File: config.mk
export PLATFORM = sky130hd
export DESIGN_NAME = pcm_seq
export DESIGN_NICKNAME = d
export VERILOG_FILES = /design/src/design/pcm_pkg.sv /design/src/design/pcm_seq.sv
export SDC_FILE = /design/constraint.sdc
export NUM_CORES = 1
export LEC_CHECK = 0
export BUFFER_PORTS_ARGS = -buffer_cell sky130_fd_sc_hd__buf_2
export CORE_MARGIN = 2
export CORE_UTILIZATION = 45
export CTS_CLUSTER_SIZE = 14
export DETAILED_ROUTE_END_ITERATION = 6
export PLACE_DENSITY = 0.74
export SLEW_MARGIN = 15
export SYNTH_ARGS = -nofsm -noshare
export SYNTH_HDL_FRONTEND = slang
export SYNTH_SLANG_ARGS = --single-unit
File: constraint.sdc
create_clock -name clk_i -period 2.3 [get_ports clk_i]
set_input_delay 0.23 -clock clk_i [delete_from_list [all_inputs] [get_ports clk_i]]
set_output_delay 0.23 -clock clk_i [all_outputs]
set_load 0.05 [all_outputs]
File: src/design/pcm_pkg.sv
// Shared types, constants and the sequencer program of the corridor merge block.
`timescale 1ns / 1ps

package pcm_pkg;

  localparam int unsigned CorridorDepth = 64;
  localparam int unsigned VisitedDepth  = 16;

  localparam int unsigned CorAddrW = $clog2(CorridorDepth);
  localparam int unsigned CorCntW  = $clog2(CorridorDepth + 1);
  localparam int unsigned VisAddrW = (VisitedDepth > 1) ? $clog2(VisitedDepth) : 1;
  localparam int unsigned VisCntW  = $clog2(VisitedDepth + 1);
  localparam int unsigned SumW     = CorCntW + 1;

  localparam int unsigned IdW     = 32;
  localparam int unsigned PosW    = 6;
  localparam int unsigned LenW    = 7;
  localparam int unsigned StatusW = 2;
  localparam int unsigned StepW   = 5;

  typedef enum logic [1:0] {
    CmdCorAppend = 2'd0,
    CmdVisAppend = 2'd1,
    CmdMerge     = 2'd2,
    CmdClear     = 2'd3
  } cmd_e;

  localparam logic [StatusW-1:0] StMerged = 2'd0;
  localparam logic [StatusW-1:0] StNoHit  = 2'd1;
  localparam logic [StatusW-1:0] StEmpty  = 2'd2;

  typedef struct packed {
    cmd_e             command;
    logic [IdW-1:0]   poly_id;
  } in_t;

  typedef struct packed {
    logic [IdW-1:0]     poly_id_res;
    logic [PosW-1:0]    position;
    logic               last;
    logic [LenW-1:0]    new_length;
    logic [StatusW-1:0] status;
    logic               overflow;
  } out_t;

  // Datapath operations, one per microcode step.
  typedef enum logic [3:0] {
    OpNone,
    OpAccept,
    OpInit,
    OpSRead,
    OpAdvance,
    OpHitSet,
    OpBRead,
    OpBWrite,
    OpFlip,
    OpNoHit,
    OpESet,
    OpERead,
    OpEmit,
    OpZEmit
  } op_e;

  typedef enum logic [2:0] {
    CondAlways,
    CondMerge,
    CondCorEmpty,
    CondVisEmpty,
    CondMatch,
    CondSearchDone,
    CondKLast,
    CondOutFree
  } cond_e;

  localparam logic [StepW-1:0] StepIdle   = 5'd0;
  localparam logic [StepW-1:0] StepInit   = 5'd1;
  localparam logic [StepW-1:0] StepVChk   = 5'd2;
  localparam logic [StepW-1:0] StepSRead  = 5'd3;
  localparam logic [StepW-1:0] StepSCmp   = 5'd4;
  localparam logic [StepW-1:0] StepSAdv   = 5'd5;
  localparam logic [StepW-1:0] StepHit    = 5'd6;
  localparam logic [StepW-1:0] StepBRead  = 5'd7;
  localparam logic [StepW-1:0] StepBWrite = 5'd8;
  localparam logic [StepW-1:0] StepFlip   = 5'd9;
  localparam logic [StepW-1:0] StepNoHit  = 5'd10;
  localparam logic [StepW-1:0] StepESet   = 5'd11;
  localparam logic [StepW-1:0] StepERead  = 5'd12;
  localparam logic [StepW-1:0] StepEWait  = 5'd13;
  localparam logic [StepW-1:0] StepEOut   = 5'd14;
  localparam logic [StepW-1:0] StepZWait  = 5'd15;
  localparam logic [StepW-1:0] StepZOut   = 5'd16;

  typedef struct packed {
    op_e              op;
    cond_e            cond;
    logic [StepW-1:0] jump;
    logic [StepW-1:0] next;
  } ucode_t;

  typedef struct packed {
    logic merge_req;
    logic cor_empty;
    logic vis_empty;
    logic match;
    logic search_done;
    logic k_last;
  } flags_t;

  // The program: the step jumps to jump when its condition holds, else to next.
  function automatic ucode_t ucode_rom(input logic [StepW-1:0] step);
    ucode_t w;
    unique case (step)
      StepIdle:   w = '{OpAccept,  CondMerge,      StepInit,   StepIdle};
      StepInit:   w = '{OpInit,    CondCorEmpty,   StepZWait,  StepVChk};
      StepVChk:   w = '{OpNone,    CondVisEmpty,   StepNoHit,  StepSRead};
      StepSRead:  w = '{OpSRead,   CondAlways,     StepSCmp,   StepSCmp};
      StepSCmp:   w = '{OpNone,    CondMatch,      StepHit,    StepSAdv};
      StepSAdv:   w = '{OpAdvance, CondSearchDone, StepNoHit,  StepSRead};
      StepHit:    w = '{OpHitSet,  CondAlways,     StepBRead,  StepBRead};
      StepBRead:  w = '{OpBRead,   CondAlways,     StepBWrite, StepBWrite};
      StepBWrite: w = '{OpBWrite,  CondKLast,      StepFlip,   StepBRead};
      StepFlip:   w = '{OpFlip,    CondAlways,     StepESet,   StepESet};
      StepNoHit:  w = '{OpNoHit,   CondAlways,     StepESet,   StepESet};
      StepESet:   w = '{OpESet,    CondAlways,     StepERead,  StepERead};
      StepERead:  w = '{OpERead,   CondAlways,     StepEWait,  StepEWait};
      StepEWait:  w = '{OpNone,    CondOutFree,    StepEOut,   StepEWait};
      StepEOut:   w = '{OpEmit,    CondKLast,      StepIdle,   StepERead};
      StepZWait:  w = '{OpNone,    CondOutFree,    StepZOut,   StepZWait};
      StepZOut:   w = '{OpZEmit,   CondAlways,     StepIdle,   StepIdle};
      default:    w = '{OpNone,    CondAlways,     StepIdle,   StepIdle};
    endcase
    return w;
  endfunction

endpackage

File: src/design/pcm_seq.sv
// Microcode sequencer: step counter, program table lookup and conditional jumps.
`timescale 1ns / 1ps

module pcm_seq import pcm_pkg::*; (
  input  logic   clk_i,
  input  logic   rst_ni,
  input  flags_t flags_i,
  input  logic   out_free_i,
  output ucode_t ctrl_o
);

  logic [StepW-1:0] step_q, step_d;
  ucode_t           word;
  logic             taken;

  assign word   = ucode_rom(step_q);
  assign ctrl_o = word;

  always_comb begin
    unique case (word.cond)
      CondAlways:     taken = 1'b1;
      CondMerge:      taken = flags_i.merge_req;
      CondCorEmpty:   taken = flags_i.cor_empty;
      CondVisEmpty:   taken = flags_i.vis_empty;
      CondMatch:      taken = flags_i.match;
      CondSearchDone: taken = flags_i.search_done;
      CondKLast:      taken = flags_i.k_last;
      CondOutFree:    taken = out_free_i;
      default:        taken = 1'b0;
    endcase
  end

  assign step_d = taken ? word.jump : word.next;

  always_ff @(posedge clk_i or negedge rst_ni) begin
    if (!rst_ni) begin
      step_q <= StepIdle;
    end else begin
      step_q <= step_d;
    end
  end

endmodule

; After elaboration in Yosys (flattened, before gate mapping)
; Memories as Yosys holds them, arrays and structs flattened.
; Cells that the tools add are included.
[op_classes]
n_addsub = 0
n_mul = 0
n_div = 0
magnitude_cmp = 0
eq_ne = 7
n_shift = 0
n_mux = 2
bitwise_logic = 0
reduce_logical = 1
[ops]
columns = operator, count
row1 = $eq A3 B3 Y1 const B, 4
row2 = $pmux W1 S8, 1
row3 = $eq A3 B2 Y1 const B, 2
row4 = $mux W5, 1
row5 = $eq A3 B1 Y1 const B, 1
row6 = $logic_not A3 Y1, 1
[word_totals]
regBits = 5
latchBits = 0
ram_bits = 0
romBits = 512
in_bits = 9
out_inout_bits = 17
elab_cells = 12
memories = 1
[memory_table]
columns = name, depth, word_bits, read_ports, rd_ports_with_merged_regs, wr, line
row1 = (no name shown), 32, 16, 1, 0, 0, pcm_pkg.sv:112  ; unique case (step)

; Longest topological paths before layout
; An unclocked memory read counts as a cell.
[logic_depth]
word_depth = 4
depth_mapped = 8
mapped_depth_nobuf = 8

; Worst setup path before layout
; No wires, ideal clock.
[synth_path]
path_type = register to register
start = register step_q[2]
end = register step_q[0]
setup_ns = 0.074
t_arrival_ns = 2.541
t_required_ns = 2.226
path_slack_ns = -0.315
path_stages_with_launch = 7
n_path_buf = 3
synth_period_minus_slack_ns = 2.615
path_cell_list = dfrtp_1 buf_2 buf_2 buf_1 a21oi_1 a211oi_1 mux2_1
[synth_lines]
columns = element, line
row1 = from (decl), pcm_seq.sv:12  ; logic [StepW-1:0] step_q, step_d;
row2 = from (signal assigned), pcm_seq.sv:37  ; step_q <= StepIdle;
row3 = from (signal assigned), pcm_seq.sv:39  ; step_q <= step_d;

; Final worst setup path
[layout_path]
start = register step_q[1]
end = register step_q[1]
[layout_via]
elab_chain_cells = 4
word_cells_on_any_way = 11
classes_between = eq/ne (7) / mux (2) / reduce/logical (1) / memory (1)
[layout_lines]
columns = element, line
row1 = $mem_v2 Z32 W16 *, n/a
row2 = $eq A3 B3 Y1 (tied with other cells), pcm_seq.sv:20  ; unique case (word.cond)
row3 = $pmux W1 S8, pcm_seq.sv:20
row4 = $mux W5 *, pcm_seq.sv:33  ; assign step_d = taken ? word.jump : word.next;
row5 = named net step_d[1], pcm_seq.sv:12
; The timed path passes the listed nets; every way through them passes the cells marked *.

==> flow_summary.json <==
{
  "outcome": "complete, no violations",
  "grt_first_pass_wirelength_mm": 3.75,
  "hp-class": "in -> async",
  "synth.distinct_cells": 36,
  "critPathLaunch": "step_q[1]",
  "portBuffers": 24,
  "largest_reg_flops": 5,
  "path_max_fanout": 5,
  "worstSetupStartpointType": "register",
  "regMostFlops": "step_q",
  "die_area_sq_um": 2260,
  "min_period_ps": 2300,
  "reg_top3": "step_q (5)",
  "grt.total_usage_pct": 23.6,
  "dpl_cell_area_sq_um": 1110,
  "htreeDepth": 1,
  "wl_per_cell_um": 13.1,
  "cts_tree": "yes",
  "finalHoldViolCount": 0,
  "drv_slew": 0,
  "vias": 946,
  "final_area_sq_um": 1190,
  "clock-sinks": 5,
  "max_freq_mhz": 435,
  "drc_errors": 0,
  "ys_ff_latch": 5,
  "core-area_sq_um": 1760,
  "setup_tns_ps": 0,
  "drv_cap": 0,
  "synthToLayoutAreaGrowth_pct": 39.7,
  "max_slew_margin_pct": 66.7,
  "fin_util_pct": 67.6,
  "routed_via_density": 5.28,
  "critPathArrivalTime_ps": 2410,
  "ys_warn_count": 0,
  "start_util_pct": 48.4,
  "clk_pin_slew_worst_paths_ps": 40,
  "critPathKind": "reg -> reg",
  "postRouteAntennaNets": 0,
  "timing.final.crit_share_pct": 99.9,
  "numCtsBuffers": 3,
  "required_ps": 2410,
  "grt_overflow": 0,
  "die_width_um": 47.5,
  "setup_violations": 0,
  "io_pins": 26,
  "final_nets": 170,
  "synth_cells": 118,
  "fin_skew_ps": 2.67,
  "worstMarginPinSlew_ps": 496,
  "drt_iter0_markers": 24,
  "cts-root-buf": "clkbuf_4",
  "avgSynthCellArea_sq_um": 7.23,
  "ys_seq_area_share_pct": 14.7,
  "synth_nets": 133,
  "die_h_um": 47.5,
  "clk_latency_ps": 240,
  "grt_pass1_vias": 855,
  "antenna_cells": 0,
  "place_congestion": 0.831,
  "hpwlAfterDp_mm": 1.87,
  "regToRegStartpoint": "step_q[1]",
  "rsz0062_at_grt": "yes",
  "row_count": 15,
  "wl_mm": 2.35,
  "drive_gt1_share_pct": 42.2,
  "antenna_found_initial": 0,
  "setup.worst_path.end_class": "register",
  "first_pass_iters": 4,
  "grt_max_degree": 21,
  "synth_area_sq_um": 853,
  "clock_path_buffers": 2
}
-- layout by cell type, fill, tap and decap left out, types with 4 or more instances in the layout --
master and n:
buf_2 24, o21ai_0 4, nor2b_1 6, a31oi_1 4, nor2_1 13, buf_4 16
nand2b_1 6, nand2_1 11, a21oi_1 7
-- critical path, cell delays in order, from the launching register on --
cell	delay, ps
dfrtp_2	410
buf_4	150
ha_2	190
nor3_4	130
o32a_1	230
buf_4	140
clkinvlp_4	70
and3_4	180
nor4_4	290
mux2_1	380
-- path summary, 6_finish.rpt --
path | to | slack [ps] | cells past startpoint
max in group asynchronous | step_q[1] | 1820 | 2
worst max register to register | step_q[1] | 3 | 9
worst min-delay path | step_q[4] | 330 | 2
worst min register to register | step_q[3] | 930 | 3
min in group clk_i | step_q[2] | 690 | 5
worst max-delay path | step_q[1] | 3 | 9
-- cell usage after synthesis --
library cell	count	area (sq um)
mux2_2	1	11.3
nor4b_1	1	8.76
clkbuf_1	4	15.0
o21ai_0	6	30.0
nor3_1	4	20.0
nand2_1	11	41.3
buf_2	2	10.0
mux2i_1	1	10.0
ha_1	6	75.1
and2_1	1	6.26
a31oi_1	4	25.0
a2111oi_1	1	10.0
nand3_1	1	5.00
a2111oi_4	1	27.5
o31ai_1	1	7.51
or2_1	3	18.8
o21bai_1	1	7.51
a21oi_1	9	45.0
nor4_4	1	21.3
nor3b_1	2	15.0
a31o_2	2	17.5
buf_6	1	11.3
nor2_1	13	48.8
mux2_1	4	45.0
buf_1	1	3.75
nor4_1	1	6.26
nand3b_1	3	22.5
nor2b_1	7	43.8
inv_1	5	18.8
dfrtp_1	5	125
conb_1	1	3.75
buf_4	1	7.51
and3_1	3	18.8
a211oi_1	3	22.5
o32a_1	1	10.0
nand2b_1	6	37.5
-- per-stage QoR --
| step | instances | hold WS [ps] | setup WS, ps |
|---|---|---|---|
| after global placement | 172 | 45.8 | -78.7 |
| after global routing | 179 | 325 | -115 |
| after CTS | 178 | 328 | 10.1 |
| final | 179 | 331 | 2.79 |
| after detailed placement | 172 | 52.4 | -111 |
| after floorplan | 118 | -65.6 | -68.8 |
-- repair_timing --
item                       4_1_cts  5_1_grt
hold endpoints to repair         5        0
setup buffers                    1        1
hold buffers                     1        0
resized for setup                3        6
setup endpoints to repair        4        7
-- layout make-up --
class                   instances  area [sq um]
clock buffers                   4          26.3
fillers                       161           572
inverters                       5          22.5
multi-input cells              99           734
flip-flops and latches          5           128
well taps                      25          31.3
repair buffers                 41           250
-- cells by family (layout without fill, tap and decap cells) --
logic type	after synthesis	after routing	share of synthesized area, %
AO/OA/AOI/OAI	29	29	23.8
adder cells (fa/ha/maj)	6	6	8.80
buffers and inverters	14	50	7.77
flip-flops	5	5	14.7
multiplexers	6	6	7.77
other	1	1	0.439
AND/OR/NAND/NOR	57	57	36.8
-- metal layers --
layer	wire length, um	share of wire (%)	up-vias	track usage [%]
met4	25	1.1	0	9.19
met5	0	0	-	0
met2	1130	48	35	37.8
met3	125	5.3	2	1.51
met1	1070	46	422	33.1
li1	-	-	487	-
Power is not shown: default switching activity piles up to over one toggle a cycle in this logic, so the estimate is an artifact.
